### src/fmb_pkg.sv
// fmb_pkg: shared types, constants and scoring functions for the fuzzy match block
// no dependencies; imported by fmb_front, fmb_queue, fmb_back and the top level
`timescale 1ns / 1ps

package fmb_pkg;

    localparam int MAX_PATTERN = 16;
    localparam int PAT_BITS    = 8 * MAX_PATTERN;
    localparam int SCORE_W     = 13;
    localparam int QUEUE_DEPTH = 2;

    localparam logic [7:0] FOLD_MASK = 8'hDF;
    localparam logic [7:0] SEP_MAX   = 8'd32;
    localparam logic [4:0] LEN_MAX   = 5'(MAX_PATTERN);

    localparam logic signed [SCORE_W:0] HIT_BONUS    = 14'sd10;
    localparam logic signed [SCORE_W:0] CONSEC_BONUS = 14'sd5;
    localparam logic signed [SCORE_W:0] MISS_COST    = 14'sd1;
    localparam logic signed [SCORE_W:0] SCORE_HI     = 14'sd4095;
    localparam logic signed [SCORE_W:0] SCORE_LO     = -14'sd4096;
    localparam logic [3:0]              LEAD_STEP    = 4'd3;
    localparam logic [3:0]              LEAD_CAP     = 4'd9;

    typedef enum logic [1:0] {
        REG_PATTERN_LO  = 2'd0,
        REG_PATTERN_HI  = 2'd1,
        REG_PATTERN_LEN = 2'd2
    } reg_idx_t;

    // one character to score, with its neighbor tests already done
    typedef struct packed {
        logic       valid;
        logic [7:0] c;
        logic       lead;
        logic       sep;
    } score_op_t;

    // one queue entry: up to two characters and the end-of-candidate marks
    typedef struct packed {
        score_op_t op_a;
        score_op_t op_b;
        logic      end_item;
        logic      end_list;
        logic      nonempty;
    } work_t;

    typedef struct packed {
        logic [4:0]                 pos;
        logic                       consec;
        logic signed [SCORE_W-1:0]  run;
        logic [3:0]                 pen;
    } cand_t;

    function automatic logic signed [SCORE_W-1:0] sat13(input logic signed [SCORE_W:0] v);
        logic signed [SCORE_W-1:0] r;
        if (v > SCORE_HI)
            r = SCORE_HI[SCORE_W-1:0];
        else if (v < SCORE_LO)
            r = SCORE_LO[SCORE_W-1:0];
        else
            r = v[SCORE_W-1:0];
        return r;
    endfunction

    function automatic logic is_sep(input logic [7:0] c);
        return c <= SEP_MAX;
    endfunction

    function automatic cand_t score_step(
        input cand_t                s,
        input score_op_t            op,
        input logic [PAT_BITS-1:0]  pat,
        input logic [4:0]           len
    );
        cand_t                    r;
        logic [7:0]               pb;
        logic                     hit;
        logic signed [SCORE_W:0]  x;
        logic signed [SCORE_W:0]  run_ext;
        logic [4:0]               pen_sum;
        r       = s;
        pb      = pat[{s.pos[3:0], 3'b000} +: 8];
        hit     = ((op.c ^ pb) & FOLD_MASK) == 8'd0;
        run_ext = $signed({s.run[SCORE_W-1], s.run});
        x       = '0;
        pen_sum = {1'b0, s.pen} + {1'b0, LEAD_STEP};
        if (op.valid && (s.pos < len))
        begin
            if (hit)
            begin
                if (op.sep || op.lead)
                    x = HIT_BONUS;
                else if (s.consec)
                    x = CONSEC_BONUS;
                r.consec = 1'b1;
                r.run    = sat13(run_ext + x);
                r.pos    = s.pos + 5'd1;
            end
            else
            begin
                r.consec = 1'b0;
                r.run    = sat13(run_ext - MISS_COST);
                if (op.lead)
                    r.pen = (pen_sum > {1'b0, LEAD_CAP}) ? LEAD_CAP : pen_sum[3:0];
            end
        end
        return r;
    endfunction

endpackage

### src/fmb_front.sv
// fmb_front: takes input beats, holds each character back by one and
// builds queue entries with the leading and separator tests; uses fmb_pkg
`timescale 1ns / 1ps

module fmb_front
    import fmb_pkg::*;
(
    input  logic       clk,
    input  logic       rst_n,
    input  logic       in_valid,
    output logic       in_ready,
    input  logic [7:0] ch,
    input  logic       has_char,
    input  logic       end_of_item,
    input  logic       end_of_list,
    input  logic       q_ready,
    output logic       q_push,
    output work_t      q_data
);

    logic [7:0] held_reg,     held_next;
    logic       held_vld_reg, held_vld_next;
    logic       prev_sep_reg, prev_sep_next;
    logic       nonempty_reg, nonempty_next;
    logic       accept;
    logic       a_valid;
    logic       sep_after_a;

    assign in_ready = q_ready;
    assign accept   = in_valid && in_ready;
    assign a_valid  = has_char && held_vld_reg;
    // separator test for whatever follows the held character once it is scored
    assign sep_after_a = a_valid ? is_sep(held_reg) : prev_sep_reg;

    always_comb
    begin
        q_data.op_a.valid = a_valid;
        q_data.op_a.c     = held_reg;
        q_data.op_a.lead  = held_reg[6] && !ch[6];
        q_data.op_a.sep   = prev_sep_reg;
        if (has_char)
        begin
            q_data.op_b.valid = end_of_item;
            q_data.op_b.c     = ch;
            q_data.op_b.lead  = ch[6];
            q_data.op_b.sep   = sep_after_a;
        end
        else
        begin
            q_data.op_b.valid = end_of_item && held_vld_reg;
            q_data.op_b.c     = held_reg;
            q_data.op_b.lead  = held_reg[6];
            q_data.op_b.sep   = prev_sep_reg;
        end
        q_data.end_item = end_of_item;
        q_data.end_list = end_of_item && end_of_list;
        q_data.nonempty = nonempty_reg || has_char;
        q_push = accept && (end_of_item || a_valid);
    end

    always_comb
    begin
        held_next     = held_reg;
        held_vld_next = held_vld_reg;
        prev_sep_next = prev_sep_reg;
        nonempty_next = nonempty_reg;
        if (accept)
        begin
            if (end_of_item)
            begin
                held_vld_next = 1'b0;
                prev_sep_next = 1'b1;
                nonempty_next = 1'b0;
            end
            else if (has_char)
            begin
                held_next     = ch;
                held_vld_next = 1'b1;
                prev_sep_next = sep_after_a;
                nonempty_next = 1'b1;
            end
        end
    end

    always_ff @(posedge clk or negedge rst_n)
    begin
        if (!rst_n)
        begin
            held_vld_reg <= 1'b0;
            prev_sep_reg <= 1'b1;
            nonempty_reg <= 1'b0;
        end
        else
        begin
            held_vld_reg <= held_vld_next;
            prev_sep_reg <= prev_sep_next;
            nonempty_reg <= nonempty_next;
        end
    end

    always_ff @(posedge clk)
    begin
        held_reg <= held_next;
    end

endmodule

### src/fmb_queue.sv
// fmb_queue: short fifo of work entries between the front and back parts
// uses fmb_pkg for the entry type and depth
`timescale 1ns / 1ps

module fmb_queue
    import fmb_pkg::*;
(
    input  logic  clk,
    input  logic  rst_n,
    input  logic  push,
    input  work_t push_data,
    output logic  not_full,
    input  logic  pop,
    output logic  not_empty,
    output work_t pop_data
);

    localparam int PTR_W = (QUEUE_DEPTH > 1) ? $clog2(QUEUE_DEPTH) : 1;
    localparam int CNT_W = $clog2(QUEUE_DEPTH + 1);

    work_t              slots_reg [QUEUE_DEPTH];
    logic [PTR_W-1:0]   wr_ptr_reg, wr_ptr_next;
    logic [PTR_W-1:0]   rd_ptr_reg, rd_ptr_next;
    logic [CNT_W-1:0]   count_reg,  count_next;
    logic               do_push;
    logic               do_pop;

    assign not_full  = count_reg != CNT_W'(QUEUE_DEPTH);
    assign not_empty = count_reg != '0;
    assign do_push   = push && not_full;
    assign do_pop    = pop && not_empty;
    assign pop_data  = slots_reg[rd_ptr_reg];

    always_comb
    begin
        wr_ptr_next = wr_ptr_reg;
        rd_ptr_next = rd_ptr_reg;
        if (do_push)
            wr_ptr_next = (wr_ptr_reg == PTR_W'(QUEUE_DEPTH - 1)) ? '0 : wr_ptr_reg + 1'b1;
        if (do_pop)
            rd_ptr_next = (rd_ptr_reg == PTR_W'(QUEUE_DEPTH - 1)) ? '0 : rd_ptr_reg + 1'b1;
        count_next = count_reg + CNT_W'(do_push) - CNT_W'(do_pop);
    end

    always_ff @(posedge clk or negedge rst_n)
    begin
        if (!rst_n)
        begin
            wr_ptr_reg <= '0;
            rd_ptr_reg <= '0;
            count_reg  <= '0;
        end
        else
        begin
            wr_ptr_reg <= wr_ptr_next;
            rd_ptr_reg <= rd_ptr_next;
            count_reg  <= count_next;
        end
    end

    always_ff @(posedge clk)
    begin
        if (do_push)
            slots_reg[wr_ptr_reg] <= push_data;
    end

endmodule

### src/fmb_back.sv
// fmb_back: scores queued characters against the pattern, closes candidates,
// tracks the best match and holds the result register; uses fmb_pkg
`timescale 1ns / 1ps

module fmb_back
    import fmb_pkg::*;
#(
    parameter int MAX_ITEMS = 1024
)
(
    input  logic                       clk,
    input  logic                       rst_n,
    input  logic [PAT_BITS-1:0]        pattern,
    input  logic [4:0]                 pattern_len,
    input  logic                       q_valid,
    input  work_t                      q_data,
    output logic                       q_pop,
    output logic                       out_valid,
    input  logic                       out_ready,
    output logic [9:0]                 item_index,
    output logic                       matched,
    output logic signed [SCORE_W-1:0]  item_score,
    output logic signed [10:0]         best_index,
    output logic signed [SCORE_W-1:0]  best_score,
    output logic                       list_done
);

    localparam int CNT_W = $clog2(MAX_ITEMS);

    cand_t                      cand_reg, cand_next;
    logic [CNT_W-1:0]           cnt_reg, cnt_next;
    logic                       best_vld_reg, best_vld_next;
    logic [CNT_W-1:0]           best_cnt_reg, best_cnt_next;
    logic signed [SCORE_W-1:0]  best_val_reg, best_val_next;

    logic                       out_vld_reg;
    logic [9:0]                 idx_reg;
    logic                       match_reg;
    logic signed [SCORE_W-1:0]  score_reg;
    logic signed [10:0]         bidx_reg;
    logic signed [SCORE_W-1:0]  bval_reg;
    logic                       done_reg;

    logic [4:0]                 eff_len;
    cand_t                      after_a;
    cand_t                      after_b;
    logic                       slot_free;
    logic                       close;
    logic                       hit_all;
    logic signed [SCORE_W-1:0]  final_score;
    logic                       take_best;
    logic [CNT_W+10:0]          cnt_ext;
    logic [CNT_W+10:0]          best_ext;
    logic signed [10:0]         best_idx_out;

    assign eff_len   = (pattern_len > LEN_MAX) ? LEN_MAX : pattern_len;
    assign after_a   = score_step(cand_reg, q_data.op_a, pattern, eff_len);
    assign after_b   = score_step(after_a, q_data.op_b, pattern, eff_len);
    assign slot_free = !out_vld_reg || out_ready;
    assign q_pop     = q_valid && (!q_data.end_item || slot_free);
    assign close     = q_pop && q_data.end_item;

    always_comb
    begin
        if (eff_len == 5'd0)
            hit_all = !q_data.nonempty;
        else
            hit_all = after_b.pos >= eff_len;
        if (hit_all && (eff_len != 5'd0))
            final_score = sat13($signed({after_b.run[SCORE_W-1], after_b.run})
                                - $signed({10'b0, after_b.pen}));
        else
            final_score = '0;
        take_best = hit_all && (!best_vld_reg || (final_score > best_val_reg));
    end

    always_comb
    begin
        cand_next     = cand_reg;
        cnt_next      = cnt_reg;
        best_vld_next = best_vld_reg;
        best_cnt_next = best_cnt_reg;
        best_val_next = best_val_reg;
        if (q_pop)
            cand_next = after_b;
        if (close)
        begin
            cand_next = '0;
            cnt_next  = (cnt_reg == CNT_W'(MAX_ITEMS - 1)) ? '0 : cnt_reg + 1'b1;
            if (take_best)
            begin
                best_vld_next = 1'b1;
                best_cnt_next = cnt_reg;
                best_val_next = final_score;
            end
            if (q_data.end_list)
            begin
                cnt_next      = '0;
                best_vld_next = 1'b0;
                best_cnt_next = '0;
                best_val_next = '0;
            end
        end
    end

    // best values as seen by the result of the candidate being closed
    always_comb
    begin
        cnt_ext  = {11'b0, cnt_reg};
        best_ext = {11'b0, (take_best ? cnt_reg : best_cnt_reg)};
        if (take_best || best_vld_reg)
            best_idx_out = best_ext[10:0];
        else
            best_idx_out = '1;
    end

    always_ff @(posedge clk or negedge rst_n)
    begin
        if (!rst_n)
        begin
            cand_reg     <= '0;
            cnt_reg      <= '0;
            best_vld_reg <= 1'b0;
            best_cnt_reg <= '0;
            best_val_reg <= '0;
            out_vld_reg  <= 1'b0;
        end
        else
        begin
            cand_reg     <= cand_next;
            cnt_reg      <= cnt_next;
            best_vld_reg <= best_vld_next;
            best_cnt_reg <= best_cnt_next;
            best_val_reg <= best_val_next;
            if (close)
                out_vld_reg <= 1'b1;
            else if (out_ready)
                out_vld_reg <= 1'b0;
        end
    end

    always_ff @(posedge clk)
    begin
        if (close)
        begin
            idx_reg   <= cnt_ext[9:0];
            match_reg <= hit_all;
            score_reg <= final_score;
            bidx_reg  <= best_idx_out;
            bval_reg  <= take_best ? final_score : best_val_reg;
            done_reg  <= q_data.end_list;
        end
    end

    assign out_valid  = out_vld_reg;
    assign item_index = idx_reg;
    assign matched    = match_reg;
    assign item_score = score_reg;
    assign best_index = bidx_reg;
    assign best_score = bval_reg;
    assign list_done  = done_reg;

endmodule

### src/fuzzy_match_best_item_unit.sv
// Fuzzy subsequence matcher: one character per beat in, one result beat per
// candidate, with a running best-match tracker. Sustains one input beat per clock
// while the result side keeps up: the back end scores up to two characters per
// queue entry in a single cycle, so a character stream never waits on scoring.
// A candidate's last beat waits in the two-entry queue and is scored into the
// result register once the result slot is free. While a result waits, the queue
// keeps taking beats until the entry that ends the next candidate reaches its head;
// the input stalls once both entries are full. The user must write the pattern
// registers only while no candidate is in flight; the block does not enforce this.
// Depends on fmb_pkg, fmb_front, fmb_queue and fmb_back.
`timescale 1ns / 1ps

module fuzzy_match_best_item_unit
    import fmb_pkg::*;
#(
    parameter int MAX_ITEMS = 1024
)
(
    input  logic                       clk,
    input  logic                       rst_n,
    input  logic                       cfg_valid,
    output logic                       cfg_ready,
    input  logic [1:0]                 cfg_index,
    input  logic [63:0]                cfg_data,
    input  logic                       in_valid,
    output logic                       in_ready,
    input  logic [7:0]                 ch,
    input  logic                       has_char,
    input  logic                       end_of_item,
    input  logic                       end_of_list,
    output logic                       out_valid,
    input  logic                       out_ready,
    output logic [9:0]                 item_index,
    output logic                       matched,
    output logic signed [SCORE_W-1:0]  item_score,
    output logic signed [10:0]         best_index,
    output logic signed [SCORE_W-1:0]  best_score,
    output logic                       list_done
);

    logic [63:0] pat_lo_reg;
    logic [63:0] pat_hi_reg;
    logic [4:0]  pat_len_reg;
    logic        cfg_we;

    logic        q_push;
    work_t       q_in;
    logic        q_not_full;
    logic        q_pop;
    logic        q_not_empty;
    work_t       q_out;

    assign cfg_ready = 1'b1;
    assign cfg_we    = cfg_valid && cfg_ready;

    always_ff @(posedge clk or negedge rst_n)
    begin
        if (!rst_n)
        begin
            pat_lo_reg  <= '0;
            pat_hi_reg  <= '0;
            pat_len_reg <= '0;
        end
        else if (cfg_we)
        begin
            unique case (reg_idx_t'(cfg_index))
                REG_PATTERN_LO:  pat_lo_reg  <= cfg_data;
                REG_PATTERN_HI:  pat_hi_reg  <= cfg_data;
                REG_PATTERN_LEN: pat_len_reg <= cfg_data[4:0];
                default:         ;
            endcase
        end
    end

    fmb_front u_front (
        .clk         (clk),
        .rst_n       (rst_n),
        .in_valid    (in_valid),
        .in_ready    (in_ready),
        .ch          (ch),
        .has_char    (has_char),
        .end_of_item (end_of_item),
        .end_of_list (end_of_list),
        .q_ready     (q_not_full),
        .q_push      (q_push),
        .q_data      (q_in)
    );

    fmb_queue u_queue (
        .clk       (clk),
        .rst_n     (rst_n),
        .push      (q_push),
        .push_data (q_in),
        .not_full  (q_not_full),
        .pop       (q_pop),
        .not_empty (q_not_empty),
        .pop_data  (q_out)
    );

    fmb_back #(
        .MAX_ITEMS (MAX_ITEMS)
    ) u_back (
        .clk         (clk),
        .rst_n       (rst_n),
        .pattern     ({pat_hi_reg, pat_lo_reg}),
        .pattern_len (pat_len_reg),
        .q_valid     (q_not_empty),
        .q_data      (q_out),
        .q_pop       (q_pop),
        .out_valid   (out_valid),
        .out_ready   (out_ready),
        .item_index  (item_index),
        .matched     (matched),
        .item_score  (item_score),
        .best_index  (best_index),
        .best_score  (best_score),
        .list_done   (list_done)
    );

    // a matched candidate always leaves a best entry behind it
    a_best_after_match: assert property (@(posedge clk) disable iff (!rst_n)
        out_valid && matched |-> best_index != 11'h7FF)
        else $error("best index empty on a matched result");

    // the best score can never trail the score of a matched candidate
    a_best_not_below: assert property (@(posedge clk) disable iff (!rst_n)
        out_valid && matched |-> $signed(item_score) <= $signed(best_score))
        else $error("best score below a matched item score");

    // unmatched candidates carry a zero score
    a_unmatched_zero: assert property (@(posedge clk) disable iff (!rst_n)
        out_valid && !matched |-> item_score == '0)
        else $error("nonzero score on an unmatched result");

    // a beat that closes a candidate must leave the queue only when the result slot is free
    a_close_slot: assert property (@(posedge clk) disable iff (!rst_n)
        q_pop && q_out.end_item |-> !out_valid || out_ready)
        else $error("result register overwritten");

endmodule

### config.mk
export PLATFORM = sky130hd
export DESIGN_NAME = fuzzy_match_best_item_unit
export DESIGN_NICKNAME = d
export VERILOG_FILES = /design/src/fmb_pkg.sv /design/src/fmb_front.sv /design/src/fmb_queue.sv /design/src/fmb_back.sv /design/src/fuzzy_match_best_item_unit.sv
export SDC_FILE = /design/constraint.sdc
export NUM_CORES = 1
export LEC_CHECK = 0
export ABC_AREA = 1
export BUFFER_PORTS_ARGS = -buffer_cell sky130_fd_sc_hd__buf_2
export CORE_MARGIN = 8
export CORE_UTILIZATION = 30
export DETAILED_ROUTE_END_ITERATION = 6
export GPL_ROUTABILITY_DRIVEN = 0
export GPL_TIMING_DRIVEN = 0
export PLACE_DENSITY = 0.55
export SYNTH_ARGS = -nofsm -noshare
export SYNTH_HDL_FRONTEND = slang
export SYNTH_SLANG_ARGS = --single-unit
### constraint.sdc
create_clock -name clk -period 11.25 [get_ports clk]
set_input_delay 2.25 -clock clk [delete_from_list [all_inputs] [get_ports clk]]
set_output_delay 2.25 -clock clk [all_outputs]
set_load 0.01 [all_outputs]
Yosys cells after proc, flatten, opt, wreduce, memory -nomap -nowiden
Memory sizes are Yosys's and may differ from the RTL's.
Index checks and enable logic that the tools add are counted.

word-level totals
  register bits = 254
  ROM bits = 0
  word-level logic and storage cells = 166
  bits in writable memories = 50
  memories kept = 1
  input bits = 82
  output and inout bits = 52
  bits in latches = 0

operators by class
  $mul = 0
  equality and inequality tests = 4
  reduce and logical (&&, ||, !) cells = 43
  bitwise gates (word level) = 3
  add/sub/neg operators = 14
  mux-type cells = 56
  magnitude comparators = 18
  shift operators = 2
  divide/modulo/power cells = 0

memories
  memory             words  bits a word  read ports  clocked after Yosys merged registers in  wr ports  RTL line         text
  u_queue.slots_reg  2      25           1           0                                        1         fmb_queue.sv:21  work_t slots_reg [QUEUE_DEPTH];

operators by type and width
  kind                   number
  $shiftx 128x8->8       2
  $mux 13                13
  $mux 14                8
  $mux 23                4
  $gt 14x13->1 const B   5
  $lt 14x13->1 const B   5
  $mux 10                4
  $add 13x14->14         2
  $sub 13x2->14 const B  2
  $mux 4                 6
  $mux 11                2
  $logic_not 8->1        2
  $xor 8x8->8            2
  $mux 5                 3
  $logic_and 1x1->1      14
  $mux 1                 14
  $sub 13x5->14          1
  $gt 13x13->1           1
  $add 10x1->10 const B  1
  $add 4x2->5 const B    2
  $add 5x1->5 const B    2
  $eq 10x10->1 const B   1
  $gt 5x4->1 const B     2
  $lt 5x5->1             2
  19 further kinds       40

Logic depth before layout (Yosys ltp)
  depth in word-level cells = 32
  mapped depth = 68
  mapped depth without buffers = 62

By module
From an unflattened synthesis, not the netlist that was laid out.

second synthesis, totals
  cell total of the unflattened synthesis = 2590
  area, all modules = 19212.2 um^2

by module, submodules not included
  module                      seq. area each (um^2)  cells each  area each (um^2)  instances
  fmb_back                    2922.8                 1771        11019.3           1
  fuzzy_match_best_item_unit  3328.2                 589         5572.8            1
  fmb_queue                   1601.5                 162         2072.0            1
  fmb_front                   291.5                  68          548.0             1

Least setup slack after synthesis
No wires, ideal clock.

  kind = register -> register
  start point = register pat_len_reg[0]
  end point = register u_back.bval_reg[11], in the netlist u_back.best_score[11], data pin
  cell stages (with the launch flop) = 53
  library setup time = 0.255 ns
  arrival = 8.056 ns
  buffers on the path = 4
  period minus slack after synthesis = 8.311 ns
  slack = 2.939 ns
  required time = 10.995 ns
  cells stage by stage = dfrtp_1 > nor4_1 > o21ai_0 > ha_1 > nand2_1 > inv_1 > o21ai_0 > nand4_1 > inv_2 > buf_2 > o22ai_1 > a31oi_1 > ha_1 > inv_1 > fa_1 > inv_1 > nand3_1 > nand2_1 > [17 not listed] > nor2_2 > buf_6 > nand2_1 > inv_1 > ha_1 > nand2_1 > o21ai_0 > a21o_1 > a21oi_1 > nor3_1 > a2111oi_0 > o21ai_0 > a2111oi_0 > o21ai_0 > nand2_1 > clkbuf_1 > nand2_1 > and2_1

between the ends
  word-level cells in the longest chain between the ends = 24
  elaborated cells between the ends (all ways) = 48
  those cells by class = 5 x add/sub; 12 x order compare; 1 x shift; 21 x mux; 1 x bitwise; 8 x reduce/logical

ends and longest elaborated chain
  what                       RTL line                          text
  start, declared            fuzzy_match_best_item_unit.sv:43  logic [4:0] pat_len_reg;
  start signal, assigned     fuzzy_match_best_item_unit.sv:69  REG_PATTERN_LEN: pat_len_reg <= cfg_data[4:0];
  $gt 5x5->1                 fmb_back.sv:56                    assign eff_len = (pattern_len > LEN_MAX) ? LEN_MAX : pattern_len;
  $mux 5 *                   fmb_back.sv:56
  $lt 5x5->1                 fmb_pkg.sv:87                     if (op.valid && (s.pos < len))
  $logic_and 1x1->1          fmb_pkg.sv:87
  $mux 23                    fmb_pkg.sv:87
  $mux 3                     fmb_pkg.sv:93                     else if (s.consec)
  $mux 14                    fmb_pkg.sv:91                     if (op.sep || op.lead)
  $mux 14                    fmb_pkg.sv:89                     if (hit)
  [9 not listed]             n/a
  $mux 13                    fmb_pkg.sv:58                     else if (v < SCORE_LO)
  $mux 13                    fmb_pkg.sv:56                     if (v > SCORE_HI)
  $mux 13 *                  fmb_back.sv:69                    if (hit_all && (eff_len != 5'd0))
  via u_back.final_score[1]  fmb_back.sv:50                    logic signed [SCORE_W-1:0] final_score;
  $gt 13x13->1 *             fmb_back.sv:74                    take_best = hit_all && (!best_vld_reg || (final_score > best_val_reg));
  $logic_or 1x1->1 *         fmb_back.sv:74
  $logic_and 1x1->1 *        fmb_back.sv:74
  $mux 13 *                  n/a
  end signal, assigned       fmb_back.sv:150                   bval_reg <= take_best ? final_score : best_val_reg;
  end, declared              fmb_back.sv:41                    logic signed [SCORE_W-1:0] bval_reg;

The timed path passes the listed nets; every way through them passes the cells marked *. The select of a mux whose other input is x is not followed.
A chain may end at the register's enable or synchronous reset.

Worst setup path after layout
  start point = register u_back.cand_reg[19] (netlist bit)
  end point = register u_back.bval_reg[6], in the netlist u_back.best_score[6], data pin

between the ends
  word-level cells in the longest chain between the ends = 24
  elaborated cells between the ends (all ways) = 51
  those cells by class = 6 x add/sub; 11 x order compare; 2 x shift; 23 x mux; 2 x bitwise; 7 x reduce/logical

ends and longest elaborated chain
  what                       RTL line         text
  start, declared            fmb_back.sv:30   cand_t cand_reg, cand_next;
  start signal, assigned     fmb_back.sv:130  cand_reg <= cand_next;
  $shiftx 128x8->8           fmb_pkg.sv:82    pb = pat[{s.pos[3:0], 3'b000} +: 8];
  $xor 8x8->8                fmb_pkg.sv:83    hit = ((op.c ^ pb) & FOLD_MASK) == 8'd0;
  $logic_not 8->1            fmb_pkg.sv:83
  $mux 14                    fmb_pkg.sv:89
  $mux 23 *                  fmb_pkg.sv:87
  $mux 3                     fmb_pkg.sv:93
  $mux 14                    fmb_pkg.sv:91
  $mux 14                    fmb_pkg.sv:89
  [9 not listed]             n/a
  $mux 13                    fmb_pkg.sv:58
  $mux 13                    fmb_pkg.sv:56
  $mux 13 *                  fmb_back.sv:69
  via u_back.final_score[1]  fmb_back.sv:50
  $gt 13x13->1 *             fmb_back.sv:74
  $logic_or 1x1->1 *         fmb_back.sv:74
  $logic_and 1x1->1 *        fmb_back.sv:74
  $mux 13 *                  n/a

Marked as above.

==> metrics <==
status finished with violations; failing checks DRC; number of flops mapped to enable cells by yosys a little over 100; routed length on met2 26500 um; Post-DP HPWL 44500 um; CP delay by family, top simple AND/OR/NAND/NOR gates; critical path peak fanout 10; # nets final 2670; port bufs 124; Peak Freq a little under 100 MHz; starting density of the core between 30% and 40%; Worst Hold Depth 2; Worst R2R End u_back.best_score[6]$_DFFE_PP_; Ports 134; DRC errors left 1; largest net degree at the start of global routing between 90 and 100; routed wire length 58300 um; clock root buffer master clkbuf_16; CTS tree yes; Seq cells post-synth 282; Clock Power Share 18.1%; Hold EP u_back.best_val_reg[12]$_DFFE_PN0P_; Synth Area in Compound Gates 10.1%; Die W between 200 and 300 um; synthesized area roughly 18000 um^2; asr flop ratio synth 64.2%; min Tclk post-route between 10 and 15 ns; xor/xnor cell area share of the yosys netlist 2.44%; Clock transition at path regs 0.07 ns; cells after synthesis 2369; Worst EP required 11.52 ns; ranking of synthesized cells by area dfrtp_1 26%, edfxtp_1 17%, nand2_1 16%, nand3_1 7.3%, inv_1 6.2%; commonest non-fill, non-tap cell in the layout nand2_1; worst reg2reg setup slack 1.01 ns; CP Launch Type flip-flop; Pre-antenna DRT Iters 7; Pwr Density 303 nW/um^2; DR vias 16600; RSZ-0062 raised after global routing no; max layer used met5; global-route wire length before repair about 91000 um; sequential power share 25.1%; post-synth cell types 59; wire per inst 17.5 um; Comb pwr share approximately 57%; commonest non-fill, non-tap cells in the layout 737 x nand2_1, 289 x inv_1, 256 x nand3_1, 187 x o21ai_0, 180 x dfrtp_1; Static Leak 10.0 nW; # setup viols final 0; core box area 57800 um^2; share of layout cells above drive strength 1 12.7%; Fin. Hold Viols 0; Num CTS Buffers 34; Die ar. 66500 um^2; row cnt 88; simple-gate share of the synthesized area between 30% and 40%; Clock Tree Buf Depth 3; mux contribution to synthesized area 0.171%; TNS Setup 0 ns; final slew viol count 0; buffers plus inverters on the worst setup path 12; Top cell by count, worst path nand2_1; Mapped Nets 2504; worst clock skew 0.0363 ns; Synth-to-Final Area Change 16.2%; DR WL met3 3950 um; max incr delay on CP 0.48 ns; post-synth top area share between 20% and 30%; hold_ws a little under 0.5 ns; via-per-instance ratio 4.99; final period utilization between 90% and 100%; GRT Total Usage 17.1%; H-Tree Depth 2; vias in the first global route 16378; switching portion of total power 47.5%; R2R cell count roughly 60; initial antenna violation count 3; clock tree sinks between 200 and 300; Hold Crit Start u_back.best_val_reg[12]$_DFFE_PN0P_; Die Y 258 um; WL met1 25100 um; hold crit path type flip-flop to flip-flop; max cap viols 0; main flop type after synthesis dfrtp_1; Starting DRT DRC Count approximately 1500; crit end category flip-flop; WS Path Type flip-flop to flip-flop; Synth area leader dfrtp_1; RR Startpoint u_back.cand_reg[19]$_DFFE_PN0P_; worst skew pair latency 0.56 ns; Post-Synth Adder-Cell Area between 3 and 4%; Slew headroom a little over a third; Avg Cell Area, Syn about 7.4 um^2; Seq/Total Area, Yosys 43.1%; CP max-delay cell a2111oi_1; largest family of logic cells by synthesized area simple AND/OR/NAND/NOR gates; WP depth 59; worst slew pin tran just under 1 ns; VDD IR max about 0.16 mV; Antenna Nets Post-Route 0; Ys Warns 0; Switching Power approximately 3 mW; critical path arrival between 10 and 15 ns; remaining global-route overflow 0; P_int 3.25 mW
-- synthesized netlist by cell type (all sizes together), types with 3 or more instances --
| library cell | instances |
|---|---|
| nand2 | 760 |
| inv | 310 |
| nand3 | 262 |
| o21ai | 223 |
| dfrtp | 180 |
| nor2 | 143 |
| edfxtp | 101 |
| buf | 51 |
| ha | 50 |
| clkbuf | 47 |
| xor2 | 41 |
| a21oi | 32 |
| o22ai | 29 |
| or2 | 21 |
| nand4 | 20 |
| nor3 | 20 |
| o211ai | 11 |
| and2 | 8 |
| xnor2 | 8 |
| a21boi | 6 |
| clkinv | 5 |
| nor4 | 5 |
| a31oi | 4 |
| nand3b | 4 |
| o31ai | 4 |
| fa | 3 |
| mux2i | 3 |
| o21a | 3 |
| o41ai | 3 |
-- power groups by stage --
stage | Clock (mW) | Combinational, mW | Sequential (mW)
2_1_floorplan | 0 | 2.45 | 1.57
3_3_place_gp | 0 | 3.37 | 1.57
3_5_place_dp | 0 | 3.46 | 1.57
4_1_cts | 1.15 | 3.48 | 1.55
5_1_grt | 1.19 | 3.95 | 1.58
6_report | 1.12 | 3.51 | 1.55
-- logic make-up after synthesis --
group / Yosys count
buf+inv: 413
mux: 3
simple gates: 1244
compound gates: 324
xor+xnor: 49
other cells: 1
flops: 282
fa+ha+maj: 53
-- layer usage --
metal  vias to the layer above  GRT usage [%]
met5                         -              0
met4                         4           8.03
met3                       155           2.73
met2                       661           27.5
met1                      7778           22.5
li1                       8002              -
-- how the worst max path moves through the flow --
stage          slack, ns                       startpoint                               to
2_1_floorplan       2.94       pat_len_reg[0]$_DFFE_PN0P_  u_back.best_score[11]$_DFFE_PP_
3_3_place_gp        0.47       pat_len_reg[0]$_DFFE_PN0P_   u_back.best_score[3]$_DFFE_PP_
3_5_place_dp        0.42   u_queue.rd_ptr_reg$_DFFE_PN0P_   u_back.best_score[3]$_DFFE_PP_
5_1_grt             0.09  u_back.cand_reg[19]$_DFFE_PN0P_   u_back.best_score[6]$_DFFE_PP_
6_report            1.01  u_back.cand_reg[19]$_DFFE_PN0P_   u_back.best_score[6]$_DFFE_PP_
4_1_cts             0.38   u_queue.rd_ptr_reg$_DFFE_PN0P_   u_back.best_score[6]$_DFFE_PP_
-- through the flow --
| step | cell area, um^2 | total power [mW] | util (%) | std cells | worst slack [ns] |
|---|---|---|---|---|---|
| floorplan | 17600 | 4.03 | - | 2369 | 2.94 |
| global placement | 19100 | 4.95 | 33.1 | 3258 | 0.468 |
| detailed placement | 19200 | 5.03 | 33.3 | 3262 | 0.422 |
| CTS | 20400 | 6.18 | 35.2 | 3322 | 0.376 |
| global route | 20400 | 6.71 | 35.3 | 3325 | 0.0887 |
| finish | 20400 | 6.19 | 35.3 | 3325 | 1.01 |
-- worst reg2reg max path, delay by kind of cell, from the launching register on --
family / cells / cell delay [ns]
flops: 1 / 0.41
compound gates: 14 / 2.93
simple gates: 29 / 3.21
fa+ha+maj: 4 / 1.27
buf+inv: 12 / 2.12
-- repair_timing --
| action | 4_1_cts | 5_1_grt |
|---|---|---|
| gates resized for setup | 0 | 12 |
| endpoints found under the setup margin | 0 | 46 |
| buffers inserted | 0 | 2 |
| hold buffers | 0 | 0 |
-- cell type report --
class	instances	area [um^2]
fill	6085	37400
multi-input combinational	1674	8330
sequential	282	7560
inverter	315	1190
clock buffer	48	996
tap	765	957
timing repair buffer	130	736
buffer	98	510
clock inverter	12	128
antenna	1	2.50
Note: power is estimated with default switching activity, not from simulation.
